===== config.mk =====
export PLATFORM = sky130hd
export DESIGN_NAME = pmbtc_div_cell
export DESIGN_NICKNAME = d
export VERILOG_FILES = /design/src/pmbtc_pkg.sv /design/src/pmbtc_div_cell.sv
export SDC_FILE = /design/constraint.sdc
export NUM_CORES = 1
export LEC_CHECK = 0
export ABC_AREA = 1
export BUFFER_PORTS_ARGS = -buffer_cell sky130_fd_sc_hd__buf_2
export CORE_ASPECT_RATIO = 2
export CORE_MARGIN = 2
export CORE_UTILIZATION = 46
export CTS_CLUSTER_SIZE = 16
export DETAILED_ROUTE_END_ITERATION = 8
export PLACE_DENSITY = 0.8
export SLEW_MARGIN = 20
export SYNTH_ARGS = -nofsm -noshare
export SYNTH_HDL_FRONTEND = slang
export SYNTH_SLANG_ARGS = --single-unit

===== constraint.sdc =====
create_clock -name clock -period 4.2 [get_ports clock]
set_input_delay 0.63 -clock clock [delete_from_list [all_inputs] [get_ports clock]]
set_output_delay 0.63 -clock clock [all_outputs]
set_load 0.01 [all_outputs]

===== src/pmbtc_pkg.sv =====
`timescale 1ns / 1ps
// shared types, constants and functions of the telemetry converter
package pmbtc_pkg;

   localparam int COEFF_W   = 52;
   localparam int NUM_COEFF = 4;
   localparam int CSR_IDX_W = 3;
   localparam int Q_W       = 63;
   localparam int DEN_W     = 39;
   localparam int T_W       = 45;
   localparam int NUM_CELLS = Q_W;

   localparam logic [COEFF_W-1:0] COEFF_RESET = 52'hFFFF000000001;

   localparam logic [1:0] KIND_VIN   = 2'd0;
   localparam logic [1:0] KIND_VOUT  = 2'd1;
   localparam logic [1:0] KIND_TEMP  = 2'd2;
   localparam logic [1:0] KIND_POWER = 2'd3;

   localparam logic [31:0] TEMP_MAX  = 32'd65535;
   localparam logic [31:0] VALUE_MAX = 32'hFFFF_FFFF;

   typedef struct packed {
      logic [Q_W-1:0]   nq;
      logic [DEN_W-1:0] rem;
      logic [DEN_W-1:0] den;
      logic             neg;
      logic             temp;
      logic             zclip;
   } div_type;

   function automatic logic [26:0] pow10(input logic [3:0] k);
      logic [26:0] p;
      case (k)
         4'd0:    p = 27'd1;
         4'd1:    p = 27'd10;
         4'd2:    p = 27'd100;
         4'd3:    p = 27'd1000;
         4'd4:    p = 27'd10000;
         4'd5:    p = 27'd100000;
         4'd6:    p = 27'd1000000;
         4'd7:    p = 27'd10000000;
         4'd8:    p = 27'd100000000;
         default: p = 27'd1;
      endcase
      return p;
   endfunction

   function automatic logic signed [20:0] unit_scale(input logic [1:0] kind);
      logic signed [20:0] s;
      case (kind)
         KIND_VIN:   s = 21'sd1000000;
         KIND_VOUT:  s = 21'sd1000000;
         KIND_TEMP:  s = 21'sd1;
         KIND_POWER: s = 21'sd1000;
         default:    s = 21'sd1;
      endcase
      return s;
   endfunction

endpackage


===== src/pmbtc_div_cell.sv =====
`timescale 1ns / 1ps
// one restoring division cell: one quotient bit per cell
module pmbtc_div_cell import pmbtc_pkg::*; (
   input  logic    clock,
   input  logic    reset,
   input  logic    in_valid,
   input  div_type in_data,
   output logic    in_ready,
   output logic    out_valid,
   output div_type out_data,
   input  logic    out_ready
);

   logic    valid_ff;
   div_type data_ff, data_in;
   logic [DEN_W:0] trial;
   logic           ge;

   assign in_ready = !valid_ff || out_ready;

   always_comb begin
      trial   = {in_data.rem, in_data.nq[Q_W-1]};
      ge      = (trial >= {1'b0, in_data.den});
      data_in = in_data;
      data_in.rem = ge ? DEN_W'(trial - {1'b0, in_data.den}) : trial[DEN_W-1:0];
      data_in.nq  = {in_data.nq[Q_W-2:0], ge};
   end

   always_ff @(posedge clock) begin
      if (reset) begin
         valid_ff <= 1'b0;
      end else if (in_ready) begin
         valid_ff <= in_valid;
      end
   end

   always_ff @(posedge clock) begin
      if (in_ready) data_ff <= data_in;
   end

   assign out_valid = valid_ff;
   assign out_data  = data_ff;

endmodule


==> impl_metrics.env <==
export IMPL_status="complete, no violations"
export IMPL_r2r_end="out_data[84]"
export IMPL_reg2regPathDepth=2
export IMPL_final_hold_viol_count=0
export IMPL_clockBufferDepth=2
export IMPL_fin_crit_sh_pct=67.7
export IMPL_min_period_ns=2.84
export IMPL_crit_fanout=46
export IMPL_first_pass_iters=5
export IMPL_area_delta_synth_final_pct=28.2
export IMPL_hold_depth=2
export IMPL_rows=68
export IMPL_clk_pin_slew_worst_paths_ns=0.06
export IMPL_cts_sinks=145
export IMPL_grt_ovfl_total=0
export IMPL_syn_area_per_cell_um2=8.56
export IMPL_combPwrFrac_pct=20.7
export IMPL_max_freq_mhz=352
export IMPL_power_density_mw_per_mm2=410
export IMPL_ant_nets=0
export IMPL_coreArea_mm2=0.0174
export IMPL_port_buffers=293
export IMPL_wl_um=25000
export IMPL_highest_layer="met4"
export IMPL_crit_path_start="in_data[3]"
export IMPL_route_met3_wl_um=1450
export IMPL_synth_cell_type_count=31
export IMPL_die_w_um=98.2
export IMPL_clkLatencyLatePin_ns=0.42
export IMPL_regToRegSetupSlack_ns=2.14
export IMPL_n_fill_cell=1612
export IMPL_tightest_slew_ns=0.715
export IMPL_wl_met1_um=7860
export IMPL_p_leak_uw=0.00558
export IMPL_pwr_share_seq_pct=42.3
export IMPL_skew_ns=0.00447
export IMPL_r2r_start="out_valid"
export IMPL_worstSetupPathType="in -> reg"
export IMPL_holdBufCountCts=0
export IMPL_die_area_mm2=0.0189
export IMPL_post_cts_buffers=0
export IMPL_grt_pass1_vias=7282
export IMPL_die_y_um=192
export IMPL_p_switching_uw=1200
export IMPL_htree_levels=4
export IMPL_synthCells=953
export IMPL_slew_headroom_pct=52.3
export IMPL_slew_viol_final=0
export IMPL_endpoint_kind="flip-flop"
export IMPL_start_kind="primary input"
export IMPL_whs_ns=0.355
export IMPL_post_cts_resized=0
export IMPL_grt_usage_pct=25.7
export IMPL_gp_congestion=0.935
export IMPL_area_sequential_mm2=0.00434
export IMPL_critical_path_arrival_ns=2.99
export IMPL_routed_via_density=4.95
export IMPL_maxCapViolCount=0
export IMPL_dpl_hpwl_um=20200
export IMPL_ir_drop_mv=0.256
export IMPL_min_delay_start="reset"
export IMPL_finalSetupViolCount=0
export IMPL_grt_pass1_wl_um=36600
export IMPL_ys_warn_count=0
export IMPL_clkPwrFrac_pct=37.1
export IMPL_initial_core_util_pct=47.0
export IMPL_via_count=7330
export IMPL_grt_max_degree=92
export IMPL_cts_buffers_inserted=17
export IMPL_clockRootBuffer="clkbuf_16"
export IMPL_rsz0062_at_grt="no"
export IMPL_internal_power_uw=3090
export IMPL_final_cell_mix="nand2_1, buf_2, inv_1, edfxtp_1, nor2_1"
export IMPL_met2_wirelength_um=14500
export IMPL_yosysSeqAreaShare_pct=53.2
export IMPL_drive_gt1_share_pct=27.0
export IMPL_syn_area_mm2=0.00816
export IMPL_drt_iter0_drc=346
export IMPL_wire_per_inst_um=16.9
export IMPL_worstPathRequired_ns=4.35
export IMPL_drcViolationCount=0
export IMPL_ys_ff_latch=145
export IMPL_syn_nets=1141
export IMPL_tritoncts="done"
export IMPL_pin_count=294
export IMPL_min_path_type="in -> reg"
export IMPL_crit_end="out_data[42]"
export IMPL_finalSetupTns_ns=0
export IMPL_fin_nets=1446
export IMPL_layout_commonest_cell="nand2_1"
export IMPL_multi_input_area_mm2=0.00298
export IMPL_p_sw_share_pct=28.0
export IMPL_antenna_found_initial=0
-- how the worst min path moves through the flow --
| stage | end | slack, ns |
|---|---|---|
| finish | out_valid | 0.35 |
| global route | out_data[99] | 0.36 |
| CTS | out_valid | 0.34 |
| detailed placement | out_valid | 0.79 |
| global placement | out_valid | 0.79 |
| floorplan | out_valid | 0.70 |
-- through the flow --
stage / cell area [um2] / instances / total power [uW] / setup WS [ns] / util, %
CTS: 10500 / 1479 / 4320 / 1.38 / 60.3
finish: 10500 / 1481 / 4290 / 1.36 / 60.3
global route: 10500 / 1479 / 4460 / 1.23 / 60.3
detailed placement: 9850 / 1449 / 2730 / 0.934 / 56.7
global placement: 9850 / 1449 / 2710 / 1.02 / 56.7
floorplan: 8160 / 953 / 2360 / 1.15 / -
-- final cells by class --
type | count | area share (%)
timing repair buffer | 296 | 14.2
antenna | 2 | 0.0478
inverter | 205 | 7.35
clock buffer | 17 | 4.07
clock inverter | 13 | 1.78
multi-input combinational | 593 | 28.5
sequential | 145 | 41.5
tap | 210 | 2.51
-- Yosys cell counts (all sizes together) --
cell	n	area [um2]
edfxtp	144	4320
xnor2	1	8.76
clkbuf	2	7.51
nor3	5	30.0
nand3b	5	37.5
o21bai	4	30.0
xor2	20	175
and2	2	12.5
nand4	18	119
o21ai	29	145
fa	1	20.0
ha	39	488
nand2	318	1200
inv	205	769
a21oi	27	139
dfxtp	1	20.0
nor2	76	303
nor4	1	6.26
or2	1	6.26
buf	8	73.8
a21boi	1	7.51
nand3	45	235
-- kinds of logic (layout without fill, tap and decap cells) --
logic type	count (synthesis)	in the layout	share of synthesized area [%]
other cells	0	2	0
xor+xnor	21	21	2.25
fa+ha+maj	40	40	6.23
compound gates	61	61	3.94
buf+inv	215	531	10.4
simple gates	471	471	23.9
flops	145	145	53.2
-- worst max-delay path, cell delays in order --
cell and delay [ns]:
buf_2 0.11, ha_1 0.22, fa_1 0.46, nor2_1 0.16, o21ai_1 0.07, nand2_1 0.15
nand3_2 0.35, nand4_2 0.24, buf_4 0.43, o21ai_0 0.18
-- state kept, by name, indices dropped and copies added (netlist names) --
| signal | count |
|---|---|
| out_valid | 1 |
| out_data | 144 |
-- power by group through the flow --
stage	clock [uW]	sequential (uW)	combinational, uW
after CTS	1620	1820	888
after floorplan	0	1930	435
after global routing	1660	1830	979
final	1590	1810	886
after detailed placement	0	1840	884
after global placement	0	1840	867
-- routing by layer --
metal	vias to the layer above	track usage (%)
met5	-	0
li1	3635	-
met3	77	5.65
met4	0	15.6
met2	295	52.4
met1	3323	21.6
No activity file was read; power rests on OpenSTA's default activity.
