<file path="src/pmbtc_pkg.sv">
`timescale 1ns / 1ps
// shared types, constants and functions of the telemetry converter
package pmbtc_pkg;

   localparam int COEFF_W   = 52;
   localparam int NUM_COEFF = 4;
   localparam int CSR_IDX_W = 3;
   localparam int Q_W       = 63;
   localparam int DEN_W     = 39;
   localparam int T_W       = 45;
   localparam int NUM_CELLS = Q_W;

   localparam logic [COEFF_W-1:0] COEFF_RESET = 52'hFFFF000000001;

   localparam logic [1:0] KIND_VIN   = 2'd0;
   localparam logic [1:0] KIND_VOUT  = 2'd1;
   localparam logic [1:0] KIND_TEMP  = 2'd2;
   localparam logic [1:0] KIND_POWER = 2'd3;

   localparam logic [31:0] TEMP_MAX  = 32'd65535;
   localparam logic [31:0] VALUE_MAX = 32'hFFFF_FFFF;

   typedef struct packed {
      logic [Q_W-1:0]   nq;
      logic [DEN_W-1:0] rem;
      logic [DEN_W-1:0] den;
      logic             neg;
      logic             temp;
      logic             zclip;
   } div_type;

   function automatic logic [26:0] pow10(input logic [3:0] k);
      logic [26:0] p;
      case (k)
         4'd0:    p = 27'd1;
         4'd1:    p = 27'd10;
         4'd2:    p = 27'd100;
         4'd3:    p = 27'd1000;
         4'd4:    p = 27'd10000;
         4'd5:    p = 27'd100000;
         4'd6:    p = 27'd1000000;
         4'd7:    p = 27'd10000000;
         4'd8:    p = 27'd100000000;
         default: p = 27'd1;
      endcase
      return p;
   endfunction

   function automatic logic signed [20:0] unit_scale(input logic [1:0] kind);
      logic signed [20:0] s;
      case (kind)
         KIND_VIN:   s = 21'sd1000000;
         KIND_VOUT:  s = 21'sd1000000;
         KIND_TEMP:  s = 21'sd1;
         KIND_POWER: s = 21'sd1000;
         default:    s = 21'sd1;
      endcase
      return s;
   endfunction

endpackage

</file>
<file path="src/pmbtc_ifs.sv">


interface pmbtc_rsp_if;
   logic        valid;
   logic        ready;
   logic [31:0] value;
   logic        clipped;
   modport source (output valid, value, clipped, input ready);
   modport sink   (input valid, value, clipped, output ready);
endinterface


</file>
<file path="src/pmbtc_back.sv">
`timescale 1ns / 1ps
// sign handling, clamping and response register
module pmbtc_back import pmbtc_pkg::*; (
   input  logic        clock,
   input  logic        reset,
   input  logic        in_valid,
   input  div_type     in_data,
   output logic        in_ready,
   pmbtc_rsp_if.source rsp_ch
);

   logic        valid_ff;
   logic [31:0] value_ff, value_in;
   logic        clip_ff, clip_in;
   logic [31:0] maxv;

   assign in_ready = !valid_ff || rsp_ch.ready;

   always_comb begin
      maxv = in_data.temp ? TEMP_MAX : VALUE_MAX;
      if (in_data.zclip) begin
         value_in = '0;
         clip_in  = 1'b1;
      end else if (in_data.neg) begin
         value_in = '0;
         clip_in  = (in_data.nq != '0);
      end else if (in_data.nq > Q_W'(maxv)) begin
         value_in = maxv;
         clip_in  = 1'b1;
      end else begin
         value_in = in_data.nq[31:0];
         clip_in  = 1'b0;
      end
   end

   always_ff @(posedge clock) begin
      if (reset) begin
         valid_ff <= 1'b0;
      end else if (in_ready) begin
         valid_ff <= in_valid;
      end
   end

   always_ff @(posedge clock) begin
      if (in_ready) begin
         value_ff <= value_in;
         clip_ff  <= clip_in;
      end
   end

   assign rsp_ch.valid   = valid_ff;
   assign rsp_ch.value   = value_ff;
   assign rsp_ch.clipped = clip_ff;

endmodule

</file>
<file path="src/flat_wrapper.sv">
// flat-port wrapper written by rule: the top's interface ports become plain ports
module pmbtc_back_flat import pmbtc_pkg::*;
  (clock, reset, in_valid, in_data, in_ready, rsp_ch_valid, rsp_ch_value, rsp_ch_clipped, rsp_ch_ready);
  pmbtc_rsp_if rsp_ch_i ();
  input  logic clock;
  input  logic reset;
  input  logic in_valid;
  input  div_type in_data;
  output logic in_ready;
  output wire logic [$bits(rsp_ch_i.valid)-1:0] rsp_ch_valid;
  output wire logic [$bits(rsp_ch_i.value)-1:0] rsp_ch_value;
  output wire logic [$bits(rsp_ch_i.clipped)-1:0] rsp_ch_clipped;
  input wire logic [$bits(rsp_ch_i.ready)-1:0] rsp_ch_ready;
  assign rsp_ch_valid = rsp_ch_i.valid;
  assign rsp_ch_value = rsp_ch_i.value;
  assign rsp_ch_clipped = rsp_ch_i.clipped;
  assign rsp_ch_i.ready = rsp_ch_ready;
  pmbtc_back u_core (.clock(clock), .reset(reset), .in_valid(in_valid), .in_data(in_data), .in_ready(in_ready), .rsp_ch(rsp_ch_i));
endmodule
</file>
<file path="config.mk">
export PLATFORM = sky130hd
export DESIGN_NAME = pmbtc_back_flat
export DESIGN_NICKNAME = d
export VERILOG_FILES = /design/src/pmbtc_pkg.sv /design/src/pmbtc_ifs.sv /design/src/pmbtc_back.sv /design/src/flat_wrapper.sv
export SDC_FILE = /design/constraint.sdc
export NUM_CORES = 1
export LEC_CHECK = 0
export ABC_AREA = 1
export BUFFER_PORTS_ARGS = -buffer_cell sky130_fd_sc_hd__buf_2
export CAP_MARGIN = 10
export CORE_ASPECT_RATIO = 2
export CORE_MARGIN = 4
export CORE_UTILIZATION = 38
export DETAILED_ROUTE_END_ITERATION = 8
export GPL_ROUTABILITY_DRIVEN = 0
export PLACE_DENSITY = 0.87
export SYNTH_ARGS = -nofsm -noshare
export SYNTH_HDL_FRONTEND = slang
export SYNTH_SLANG_ARGS = --single-unit
</file>
<file path="constraint.sdc">
create_clock -name clock -period 1.9 [get_ports clock]
set_input_delay 0.19 -clock clock [delete_from_list [all_inputs] [get_ports clock]]
set_output_delay 0.19 -clock clock [all_outputs]
set_load 0.05 [all_outputs]
</file>
==> metrics <==
placed cell count=between 400 and 500; switch share=about a third; R2R Setup Slk=0.73 ns; clk sink count=34; Crit. End Element=flop; endpoints failing hold=0; Antenna Nets Post-Route=0; via-per-instance ratio=~4.9; Period Utilization, post-route=91.3%; Setup CP Type=in -> reg; PnR Total Power=roughly 1900 uW; largest net degree at the start of global routing=27; Final min period=1.73 ns; GR Util All Layers=between 15 and 20%; IR drop worst, VDD=slightly above 500 uV; Relative slew margins=roughly three quarters; Reg clk slew, reported paths=roughly 0.06 ns; maximum clock frequency=about 0.58 GHz; clock root buffer=clkbuf_8; status=completed; number of CTS-inserted buffers=5; register area=around 1000 um^2; initial DRC count=between 50 and 60; Reg power frac=47.2%; Diodes inserted=0; hold path startpoint=reset; Finished Layout Cells=425; worst r2r path cells=2; Netlist cell types=25; yosys warns=0; share of the synthesized area in the top cell type=a little under half; die area=about 6900 um^2; Row Count=38; P_sw=610 uW; combinational share of power=between 20% and 30%; Cell Int Power=approximately 1300 uW; register area share after synthesis=47.9%; Worst R2R Start=u_core.rsp_ch.valid; Core ar.=~5400 um^2; syn_nets=411; Arr. time, crit path=between 1.5 and 2 ns; Synth Cell Area=about 2100 um^2; Overflow after GRT=0; Final Cell Area=between 2000 and 3000 um^2; critical path data required time=a little under 2 ns; nets=approximately 530; Finished Core Util=a little over half; Leak Pwr=between 0.001 and 0.0015 uW; post-route setup slack=~0.17 ns; ranking of synthesized cells by area=edfxtp_1 47%, nand2_1 11%, ha_1 9.5%; Port Buf Inserts=roughly 100; first-pass GRT wire length=approximately 8400 um; Mapped Cells=about 250; syn_area_per_cell=between 8 and 9 um^2; share of cells above drive strength 1=between 30 and 40%; Initial Util=between 30% and 40%; cell taking the most area after synthesis=edfxtp_1; number of max-cap violations=0; antenna violations before repair=0; layout filler cell count=around 530; clock insertion delay at the later pin of the skew report=around 0.29 ns; vias in the first global route=2048; multi-input logic area=996 um^2; H-tree depth=2; Reg2Reg Capture Point=u_core.rsp_ch.value[3]; Min-Delay Endpoint=u_core.rsp_ch.valid; Critical Path Start Type=input port; Die Span Y=between 100 and 150 um; clock skew=roughly 0.0045 ns; Hold WC Path Type=in -> reg; die width=roughly 60 um; worst-path fanout max=17; FF+latch count, synth=34; drt total wl=around 5300 um; IO Pins=around 180; DRC=0; worst slack, placed=-0.233 ns; CTS tree=yes; Max clock buf depth=2; pin slew with the least headroom to its limit=approximately 0.36 ns; post-DR wirelength/cell=roughly 13 um; hpwl dp=4550 um; PwrDens=between 600 and 700 nW/um^2; vias post-DR=around 2100; Pins Over Slew Limit=0; Area Growth Syn to Fin=35.1%; # setup viols final=0; Placed Area=2750 um^2; detailed-router iteration count before antenna repair=4; clock share of power=between 20% and 30%; hold depth=2
synthesized netlist by cell type:
library cell   n
nand2_4        1
nand3b_1       1
nor2_2         3
nor4_1         8
a21oi_1       24
ha_1          16
inv_2          1
nand2_2        2
nand3_1       10
nand3_2        2
clkbuf_1       2
nor3_2         2
clkbuf_8       1
dfxtp_1        1
nand4_1        4
buf_6          1
buf_8          1
clkinv_1       1
nor3_1         4
nor3b_1        1
edfxtp_1      33
nand2_1       64
and2_0         1
inv_1         19
nor2_1        44
metal layers:
layer,global-route usage [%],vias up,share of wire [%]
met5,0,-,0
li1,-,1072,-
met3,3.62,15,11
met4,11.6,0,3.8
met2,26.4,101,50
met1,17.4,915,35
cells in the final DEF, fill, tap and decap left out, types with 5 or more instances in the layout:
cell / synthesis / routed
buf_2: 0 / 103
nand2_1: 64 / 63
nor2_1: 44 / 43
edfxtp_1: 33 / 33
a21oi_1: 24 / 23
inv_1: 19 / 19
ha_1: 16 / 15
buf_4: 0 / 11
nand3_1: 10 / 10
nor4_1: 8 / 8
clkbuf_8: 1 / 5
power by group through the flow:
stage	clock network [uW]	logic, uW	registers [uW]
after detailed placement	0	512	910
after global routing	505	563	899
final	480	517	893
after CTS	489	513	894
after global placement	0	499	907
after floorplan	0	126	1110
cells by family after synthesis:
logic type / after synthesis / share of synthesized area (%)
compound gates: 24 / 5.69
fa+ha+maj: 16 / 9.48
buf+inv: 26 / 5.98
flops: 34 / 47.9
simple gates: 147 / 31.0
stage by stage:
step	TNS, ns	hold WS [ns]
after CTS	0	0.0400
after floorplan	0	0.259
final	0	0.0466
after global placement	-5.14	0.342
after detailed placement	-6.17	0.345
after global routing	-0.0116	0.0502
how the worst max path moves through the flow:
stage                           from                      end  slack [ns]
after floorplan           in_data[1]   u_core.rsp_ch.value[0]        0.21
after global placement    in_data[1]  u_core.rsp_ch.value[22]       -0.19
after detailed placement  in_data[1]  u_core.rsp_ch.value[26]       -0.23
after CTS                 in_data[1]  u_core.rsp_ch.value[26]        0.07
after global routing      in_data[1]  u_core.rsp_ch.value[22]      -0.009
final                     in_data[1]  u_core.rsp_ch.value[26]        0.17
registers in the layout, summed over array words and instances (netlist names):
register / flops
u_core.rsp_ch.clipped: 1
u_core.rsp_ch.value: 32
u_core.rsp_ch.valid: 1
critical path, stage by stage:
cell and delay [ns]:
buf_4 0.18, ha_1 0.31, nand2_1 0.07, nor2_2 0.15
nand2_2 0.10, nor2_1 0.11, nand2_1 0.06, nand3_1 0.08
nand2_1 0.06, nand2_2 0.10, nand2_4 0.07, buf_6 0.15
nand2_1 0.07, a21oi_1 0.06
repair_timing:
item	in CTS	in global routing
hold buffers	0	0
buffers inserted	0	0
gates resized for setup	0	7
setup endpoints to repair	0	33
area by class of cell:
cell class / instances / share of cell area (%)
clock inverter: 3 / 0.395
tap: 60 / 2.63
multi-input combinational: 187 / 34.9
sequential: 34 / 35.4
clock buffer: 5 / 2.41
timing repair buffer: 115 / 21.4
inverter: 21 / 2.85
Power figures use the tool's default switching activity.
