==> config.mk <==
export PLATFORM = sky130hd
export DESIGN_NAME = pmbtc_front_flat
export DESIGN_NICKNAME = d
export VERILOG_FILES = /design/src/pmbtc_pkg.sv /design/src/pmbtc_ifs.sv /design/src/pmbtc_front.sv /design/src/flat_wrapper.sv
export SDC_FILE = /design/constraint.sdc
export NUM_CORES = 2
export LEC_CHECK = 0
export ABC_AREA = 1
export BUFFER_PORTS_ARGS = -buffer_cell sky130_fd_sc_hd__buf_2
export CAP_MARGIN = 20
export CORE_MARGIN = 2
export CORE_UTILIZATION = 40
export DETAILED_ROUTE_END_ITERATION = 10
export MAX_ROUTING_LAYER = met4
export PLACE_DENSITY_LB_ADDON = 0.3
export SLEW_MARGIN = 20
export SYNTH_ARGS = -nofsm -noshare
export SYNTH_HDL_FRONTEND = slang
export SYNTH_SLANG_ARGS = --single-unit
==> constraint.sdc <==
create_clock -name clock -period 15.9 [get_ports clock]
set_input_delay 0 -clock clock [delete_from_list [all_inputs] [get_ports clock]]
set_output_delay 0 -clock clock [all_outputs]
set_load 0.03 [all_outputs]
==> src/pmbtc_pkg.sv <==
`timescale 1ns / 1ps
// shared types, constants and functions of the telemetry converter
package pmbtc_pkg;

   localparam int COEFF_W   = 52;
   localparam int NUM_COEFF = 4;
   localparam int CSR_IDX_W = 3;
   localparam int Q_W       = 63;
   localparam int DEN_W     = 39;
   localparam int T_W       = 45;
   localparam int NUM_CELLS = Q_W;

   localparam logic [COEFF_W-1:0] COEFF_RESET = 52'hFFFF000000001;

   localparam logic [1:0] KIND_VIN   = 2'd0;
   localparam logic [1:0] KIND_VOUT  = 2'd1;
   localparam logic [1:0] KIND_TEMP  = 2'd2;
   localparam logic [1:0] KIND_POWER = 2'd3;

   localparam logic [31:0] TEMP_MAX  = 32'd65535;
   localparam logic [31:0] VALUE_MAX = 32'hFFFF_FFFF;

   typedef struct packed {
      logic [Q_W-1:0]   nq;
      logic [DEN_W-1:0] rem;
      logic [DEN_W-1:0] den;
      logic             neg;
      logic             temp;
      logic             zclip;
   } div_type;

   function automatic logic [26:0] pow10(input logic [3:0] k);
      logic [26:0] p;
      case (k)
         4'd0:    p = 27'd1;
         4'd1:    p = 27'd10;
         4'd2:    p = 27'd100;
         4'd3:    p = 27'd1000;
         4'd4:    p = 27'd10000;
         4'd5:    p = 27'd100000;
         4'd6:    p = 27'd1000000;
         4'd7:    p = 27'd10000000;
         4'd8:    p = 27'd100000000;
         default: p = 27'd1;
      endcase
      return p;
   endfunction

   function automatic logic signed [20:0] unit_scale(input logic [1:0] kind);
      logic signed [20:0] s;
      case (kind)
         KIND_VIN:   s = 21'sd1000000;
         KIND_VOUT:  s = 21'sd1000000;
         KIND_TEMP:  s = 21'sd1;
         KIND_POWER: s = 21'sd1000;
         default:    s = 21'sd1;
      endcase
      return s;
   endfunction

endpackage

==> src/pmbtc_ifs.sv <==
`timescale 1ns / 1ps
// channel interfaces: request, response and register write
interface pmbtc_req_if;
   logic        valid;
   logic        ready;
   logic [1:0]  kind;
   logic [15:0] raw_word;
   logic        format_direct;
   modport source (output valid, kind, raw_word, format_direct, input ready);
   modport sink   (input valid, kind, raw_word, format_direct, output ready);
endinterface


interface pmbtc_csr_if;
   logic        valid;
   logic        ready;
   logic [2:0]  index;
   logic [51:0] data;
   modport source (output valid, index, data, input ready);
   modport sink   (input valid, index, data, output ready);
endinterface

==> src/pmbtc_front.sv <==
`timescale 1ns / 1ps
// coefficient registers and numerator / divisor preparation stages
module pmbtc_front import pmbtc_pkg::*; (
   input  logic        clock,
   input  logic        reset,
   pmbtc_req_if.sink   req_ch,
   pmbtc_csr_if.sink   csr_ch,
   output logic        out_valid,
   output div_type     out_data,
   input  logic        out_ready
);

   logic [COEFF_W-1:0] coeff_ff [NUM_COEFF];

   assign csr_ch.ready = 1'b1;

   always_ff @(posedge clock) begin
      if (reset) begin
         for (int i = 0; i < NUM_COEFF; i++) coeff_ff[i] <= COEFF_RESET;
      end else if (csr_ch.valid && (csr_ch.index < CSR_IDX_W'(NUM_COEFF))) begin
         coeff_ff[csr_ch.index[1:0]] <= csr_ch.data;
      end
   end

   // stage a: fields and selected coefficient
   logic               a_valid_ff;
   logic [1:0]         a_kind_ff;
   logic [15:0]        a_raw_ff;
   logic               a_dir_ff;
   logic [COEFF_W-1:0] a_coeff_ff;
   // stage b: difference term and divisor
   logic                  b_valid_ff;
   logic [1:0]            b_kind_ff;
   logic signed [T_W-1:0] b_t_ff;
   logic [DEN_W-1:0]      b_den_ff;
   logic                  b_dneg_ff;
   logic                  b_zclip_ff;
   logic                  b_dir_ff;
   logic signed [4:0]     b_e_ff;
   // stage c: scaled numerator
   logic               c_valid_ff;
   logic [1:0]         c_kind_ff;
   logic signed [63:0] c_p_ff;
   logic [DEN_W-1:0]   c_den_ff;
   logic               c_dneg_ff;
   logic               c_zclip_ff;
   logic               c_dir_ff;
   logic signed [4:0]  c_e_ff;
   // stage d: cell chain entry
   logic    d_valid_ff;
   div_type d_data_ff;

   logic a_ready, b_ready, c_ready, d_ready;
   assign d_ready = !d_valid_ff || out_ready;
   assign c_ready = !c_valid_ff || d_ready;
   assign b_ready = !b_valid_ff || c_ready;
   assign a_ready = !a_valid_ff || b_ready;
   assign req_ch.ready = a_ready;

   always_ff @(posedge clock) begin
      if (reset) begin
         a_valid_ff <= 1'b0;
         b_valid_ff <= 1'b0;
         c_valid_ff <= 1'b0;
         d_valid_ff <= 1'b0;
      end else begin
         if (a_ready) a_valid_ff <= req_ch.valid;
         if (b_ready) b_valid_ff <= a_valid_ff;
         if (c_ready) c_valid_ff <= b_valid_ff;
         if (d_ready) d_valid_ff <= c_valid_ff;
      end
   end

   always_ff @(posedge clock) begin
      if (a_ready) begin
         a_kind_ff  <= req_ch.kind;
         a_raw_ff   <= req_ch.raw_word;
         a_dir_ff   <= req_ch.format_direct;
         a_coeff_ff <= coeff_ff[req_ch.kind];
      end
   end

   // stage b logic
   logic signed [15:0]    m_s, b_s;
   logic signed [3:0]     r_s;
   logic [15:0]           y;
   logic                  r_le0;
   logic [3:0]            r_abs;
   logic [26:0]           p10;
   logic signed [16:0]    mul_src;
   logic signed [T_W-1:0] prod1;
   logic [15:0]           m_abs;
   logic [DEN_W-1:0]      den_full;
   logic signed [T_W-1:0] b_t_in;
   logic [DEN_W-1:0]      b_den_in;

   always_comb begin
      m_s      = signed'(a_coeff_ff[15:0]);
      b_s      = signed'(a_coeff_ff[31:16]);
      r_s      = signed'(a_coeff_ff[35:32]);
      y        = a_raw_ff & a_coeff_ff[51:36];
      r_le0    = r_s[3] || (r_s == 4'sd0);
      r_abs    = r_s[3] ? 4'(-r_s) : 4'(r_s);
      p10      = pow10(r_abs);
      mul_src  = r_le0 ? signed'({1'b0, y}) : 17'(b_s);
      prod1    = T_W'(mul_src) * T_W'(signed'({1'b0, p10}));
      m_abs    = m_s[15] ? 16'(-m_s) : 16'(m_s);
      den_full = DEN_W'(m_abs) * DEN_W'(p10);
      if (a_dir_ff) begin
         b_t_in   = r_le0 ? (prod1 - T_W'(b_s)) : (T_W'(signed'({1'b0, y})) - prod1);
         b_den_in = r_le0 ? DEN_W'(m_abs) : den_full;
         if (m_s == 16'sd0) b_den_in = DEN_W'(1);
      end else begin
         b_t_in   = T_W'(signed'(a_raw_ff[10:0]));
         b_den_in = DEN_W'(1);
      end
   end

   always_ff @(posedge clock) begin
      if (b_ready) begin
         b_kind_ff  <= a_kind_ff;
         b_t_ff     <= b_t_in;
         b_den_ff   <= b_den_in;
         b_dneg_ff  <= a_dir_ff && m_s[15];
         b_zclip_ff <= a_dir_ff && (m_s == 16'sd0);
         b_dir_ff   <= a_dir_ff;
         b_e_ff     <= signed'(a_raw_ff[15:11]);
      end
   end

   // stage c logic
   logic signed [63:0] prod2;
   assign prod2 = 64'(b_t_ff) * 64'(unit_scale(b_kind_ff));

   always_ff @(posedge clock) begin
      if (c_ready) begin
         c_kind_ff  <= b_kind_ff;
         c_p_ff     <= prod2;
         c_den_ff   <= b_den_ff;
         c_dneg_ff  <= b_dneg_ff;
         c_zclip_ff <= b_zclip_ff;
         c_dir_ff   <= b_dir_ff;
         c_e_ff     <= b_e_ff;
      end
   end

   // stage d logic
   logic signed [63:0] val;
   logic [DEN_W-1:0]   d_den;
   logic [4:0]         e_mag;
   div_type            d_data_in;

   always_comb begin
      e_mag = c_e_ff[4] ? 5'(-c_e_ff) : 5'(c_e_ff);
      val   = c_p_ff;
      d_den = c_den_ff;
      if (!c_dir_ff) begin
         if (c_e_ff[4]) begin
            d_den = DEN_W'(1) << e_mag;
         end else begin
            val = c_p_ff <<< e_mag;
         end
      end
      d_data_in.nq    = val[63] ? Q_W'(-val) : val[Q_W-1:0];
      d_data_in.rem   = '0;
      d_data_in.den   = d_den;
      d_data_in.neg   = val[63] ^ c_dneg_ff;
      d_data_in.temp  = (c_kind_ff == KIND_TEMP);
      d_data_in.zclip = c_zclip_ff;
   end

   always_ff @(posedge clock) begin
      if (d_ready) d_data_ff <= d_data_in;
   end

   assign out_valid = d_valid_ff;
   assign out_data  = d_data_ff;

endmodule

==> src/flat_wrapper.sv <==
// flat-port wrapper written by rule: the top's interface ports become plain ports
module pmbtc_front_flat import pmbtc_pkg::*;
  (clock, reset, out_valid, out_data, out_ready, req_ch_valid, req_ch_kind, req_ch_raw_word, req_ch_format_direct, req_ch_ready, csr_ch_valid, csr_ch_index, csr_ch_data, csr_ch_ready);
  pmbtc_req_if req_ch_i ();
  pmbtc_csr_if csr_ch_i ();
  input  logic clock;
  input  logic reset;
  output logic out_valid;
  output div_type out_data;
  input  logic out_ready;
  input wire logic [$bits(req_ch_i.valid)-1:0] req_ch_valid;
  input wire logic [$bits(req_ch_i.kind)-1:0] req_ch_kind;
  input wire logic [$bits(req_ch_i.raw_word)-1:0] req_ch_raw_word;
  input wire logic [$bits(req_ch_i.format_direct)-1:0] req_ch_format_direct;
  output wire logic [$bits(req_ch_i.ready)-1:0] req_ch_ready;
  input wire logic [$bits(csr_ch_i.valid)-1:0] csr_ch_valid;
  input wire logic [$bits(csr_ch_i.index)-1:0] csr_ch_index;
  input wire logic [$bits(csr_ch_i.data)-1:0] csr_ch_data;
  output wire logic [$bits(csr_ch_i.ready)-1:0] csr_ch_ready;
  assign req_ch_i.valid = req_ch_valid;
  assign req_ch_i.kind = req_ch_kind;
  assign req_ch_i.raw_word = req_ch_raw_word;
  assign req_ch_i.format_direct = req_ch_format_direct;
  assign req_ch_ready = req_ch_i.ready;
  assign csr_ch_i.valid = csr_ch_valid;
  assign csr_ch_i.index = csr_ch_index;
  assign csr_ch_i.data = csr_ch_data;
  assign csr_ch_ready = csr_ch_i.ready;
  pmbtc_front u_core (.clock(clock), .reset(reset), .req_ch(req_ch_i), .csr_ch(csr_ch_i), .out_valid(out_valid), .out_data(out_data), .out_ready(out_ready));
endmodule
==> impl_results.md <==
- Post-Route WL: 257 mm
- Hold Vio Cnt, Final: 0
- Number of global-route vias before repair: 67100
- CP Max Fanout: 36
- RSZ-0062 raised after global routing: false
- Initial Util: 0.402
- Sequential-to-total area share from yosys stat: 0.220
- Post-synth EDFFs: 591
- Yosys top cell area share: 0.274
- H-tree levels: 3
- # DRC: 0
- Die Span X: 455 um
- Max Cap Viol: 0
- Via density: 5.10
- CTS tree: done
- Pin count of the biggest net entering global routing: 170
- Post-Synthesis Cells: approximately 10000
- GRT Overall Usage: 0.258
- Final setup viols: 0
- Antenna violations before repair: 7
- Synth-to-layout area growth: 8.32%
- Congestion Overflow GR: 0
- Clock-pin slew on the worst setup and hold paths: 60 ps
- Post-CTS Setup Bufs: 0
- Share of post-route cells with drive strength above 1: 0.0500
- Multi-input logic area: approximately 54000 um2
- Mean post-synth cell area: between 8 and 9 um2
- Clk sinks: between 500 and 600
- FILL cells: 20300
- Post-CTS resize count: 0
- Worst slew pin tran: roughly 1200 ps
- Largest area contributor in the netlist: fa_1
- Prevailing post-synth register cell: edfxtp_1
- I/O Pins: around 230
- CP max stage cell: nand2_1
- DR iter-0 viols: between 5000 and 6000
- CTS root buffer: clkbuf_16
- Status: finished clean
- DR pass1 iterations: 9
- Unique cell type count in the Yosys netlist: 60
- Register bit total from synthesis: 595
- Clock latency on the worst-skew pair: about 700 ps
- Tcrit/Tclk final: 0.718
- GPL Wtd Cong: approximately 1.0
- Crit Path Category: flop to flop
- Post-DP HPWL: 212 mm
- Mapped cell area: 81200 um2
- Worst Setup End Kind: flop
- Pre-CTS setup slack: ~4700 ps
- Setup TNS: 0 ps
- Clock Skew: roughly 39 ps
- WP data arrival: approximately 12000 ps
- CTS max path bufs: 3
- Count of hold-fix buffers inserted at cts: approximately 90
- Final Max Slew Viols: 0
- Fmax: 0.0876 GHz
- First-pass GRT wire length: around 400 mm
- Final #Nets: ~12000
- CP max stage delay: approximately 680 ps
- Relative slew margins: 0.216
- Post-route ant nets: 0
- Row count: 165
- Required time of the critical path: ~16000 ps
- Synth area leaders: fa_1 27%, edfxtp_1 22%, ha_1 11%
- Via count: around 66000
- Startpoint Class: flop
- Cell mode on critical path: nand2_1
- CORE AREA: about 200000 um2
- Flip-flop and latch area: about 18000 um2
- HP Class: input port to flop
- Syn. warnings: 0
- Chip Height: about 450 um
- Routed WL per cell: ~20 um
- PortBufs: roughly 190
- Num CTS Buffers: just under 70
- Ys async rst share: 0
- Die area: a little over 200000 um2
- Final worst setup slack: roughly 4500 ps
- Fin crit period: around 11000 ps
[cell usage after synthesis, types with 9 or more instances]
| library cell | instances |
|---|---|
| inv_1 | 2186 |
| nand2_1 | 2052 |
| nor2_1 | 1201 |
| fa_1 | 1111 |
| ha_1 | 699 |
| edfxtp_1 | 591 |
| o21ai_0 | 479 |
| a21oi_1 | 307 |
| nand3_1 | 299 |
| clkbuf_1 | 180 |
| xor2_1 | 105 |
| o21ai_1 | 75 |
| o22ai_1 | 65 |
| a31oi_1 | 58 |
| buf_4 | 57 |
| xnor2_1 | 54 |
| buf_2 | 47 |
| nand4_1 | 40 |
| nor3_1 | 39 |
| or2_2 | 37 |
| o211ai_1 | 30 |
| buf_1 | 25 |
| nor2_2 | 24 |
| clkinv_1 | 23 |
| o21bai_1 | 19 |
| nand2_2 | 18 |
| a21o_1 | 15 |
| o21a_1 | 14 |
| a21boi_0 | 12 |
| buf_6 | 11 |
| o21ai_2 | 9 |
[through the flow]
stage,hold WS [ps],cells,util,area [um2]
floorplan,69.1,10000,-,81300
CTS,10.2,12800,0.435,87900
detailed placement,179,12600,0.420,84800
global route,27.0,12800,0.436,87900
global placement,183,12600,0.420,84800
finish,32.0,12800,0.436,87900
[worst max-delay path: cells and delay by family, from the launching register on]
kind / cells / cell delay [ps]
XOR/XNOR: 1 / 150
buffers and inverters: 13 / 2000
flip-flops: 1 / 410
adder cells (fa/ha/maj): 9 / 4010
AO/OA/AOI/OAI: 4 / 940
AND/OR/NAND/NOR: 19 / 3660
[kinds of logic (layout without fill, tap and decap cells)]
family / count (synthesis) / after routing / share of synthesized area
compound gates: 1118 / 1118 / 0.0757
simple gates: 3740 / 3740 / 0.183
xor+xnor: 159 / 159 / 0.0172
other cells: 2 / 48 / 0.0000925
buf+inv: 2541 / 2707 / 0.122
flops: 595 / 595 / 0.220
fa+ha+maj: 1810 / 1810 / 0.382
[final timing paths]
path	slack (ps)	start	cells after the start	end
worst min register to register	410	u_core.b_den_ff[28]	0	u_core.c_den_ff[28]
worst max-delay path	4480	u_core.a_coeff_ff[32]	46	u_core.b_t_ff[43]
worst max register to register	4480	u_core.a_coeff_ff[32]	46	u_core.b_t_ff[43]
worst min-delay path	30	req_ch_raw_word[6]	2	u_core.a_raw_ff[6]
[final cells by class]
type / instances / share of cell area
Multi-Input combinational cell: 6868 / 0.610
Sequential cell: 595 / 0.203
Inverter: 2218 / 0.0948
Tap cell: 2672 / 0.0380
Timing Repair Buffer: 365 / 0.0286
Clock buffer: 79 / 0.0203
Clock inverter: 45 / 0.00498
Antenna cell: 7 / 0.000199
[placed cells by master, fill, tap and decap left out, types with 38 or more instances in the layout]
master | netlist | final
o21ai_0 | 479 | 478
clkbuf_16 | 0 | 70
buf_2 | 47 | 185
nand3_1 | 299 | 299
dlygate4sd3_1 | 0 | 91
o21ai_1 | 75 | 73
xnor2_1 | 54 | 54
conb_1 | 2 | 41
clkinv_1 | 23 | 38
edfxtp_1 | 591 | 591
fa_1 | 1111 | 1111
nand2_1 | 2052 | 2046
buf_4 | 57 | 88
o22ai_1 | 65 | 65
inv_1 | 2186 | 2179
xor2_1 | 105 | 105
nand4_1 | 40 | 40
nor2_1 | 1201 | 1199
a21oi_1 | 307 | 307
ha_1 | 699 | 699
nor3_1 | 39 | 38
a31oi_1 | 58 | 58
[routing by layer]
layer,share of wire,vias to the layer above,track usage
li1,-,30900,-
met1,0.42,31900,0.329
met2,0.47,2268,0.413
met3,0.068,482,0.0415
met4,0.041,0,0.0956
met5,0,-,-
[registers in the layout (all words and copies together), names as in the netlist, 16 cells and up]
signal and cells:
u_core.b_den_ff 39, u_core.c_p_ff 64, u_core.c_den_ff 39, u_core.b_t_ff 45
u_core.coeff_ff 208, u_core.out_data 105, u_core.a_raw_ff 16, u_core.a_coeff_ff 52
Power is left out: the tool's default activity adds up to more than one toggle a clock period on the data nets, which glitch-free logic cannot reach.
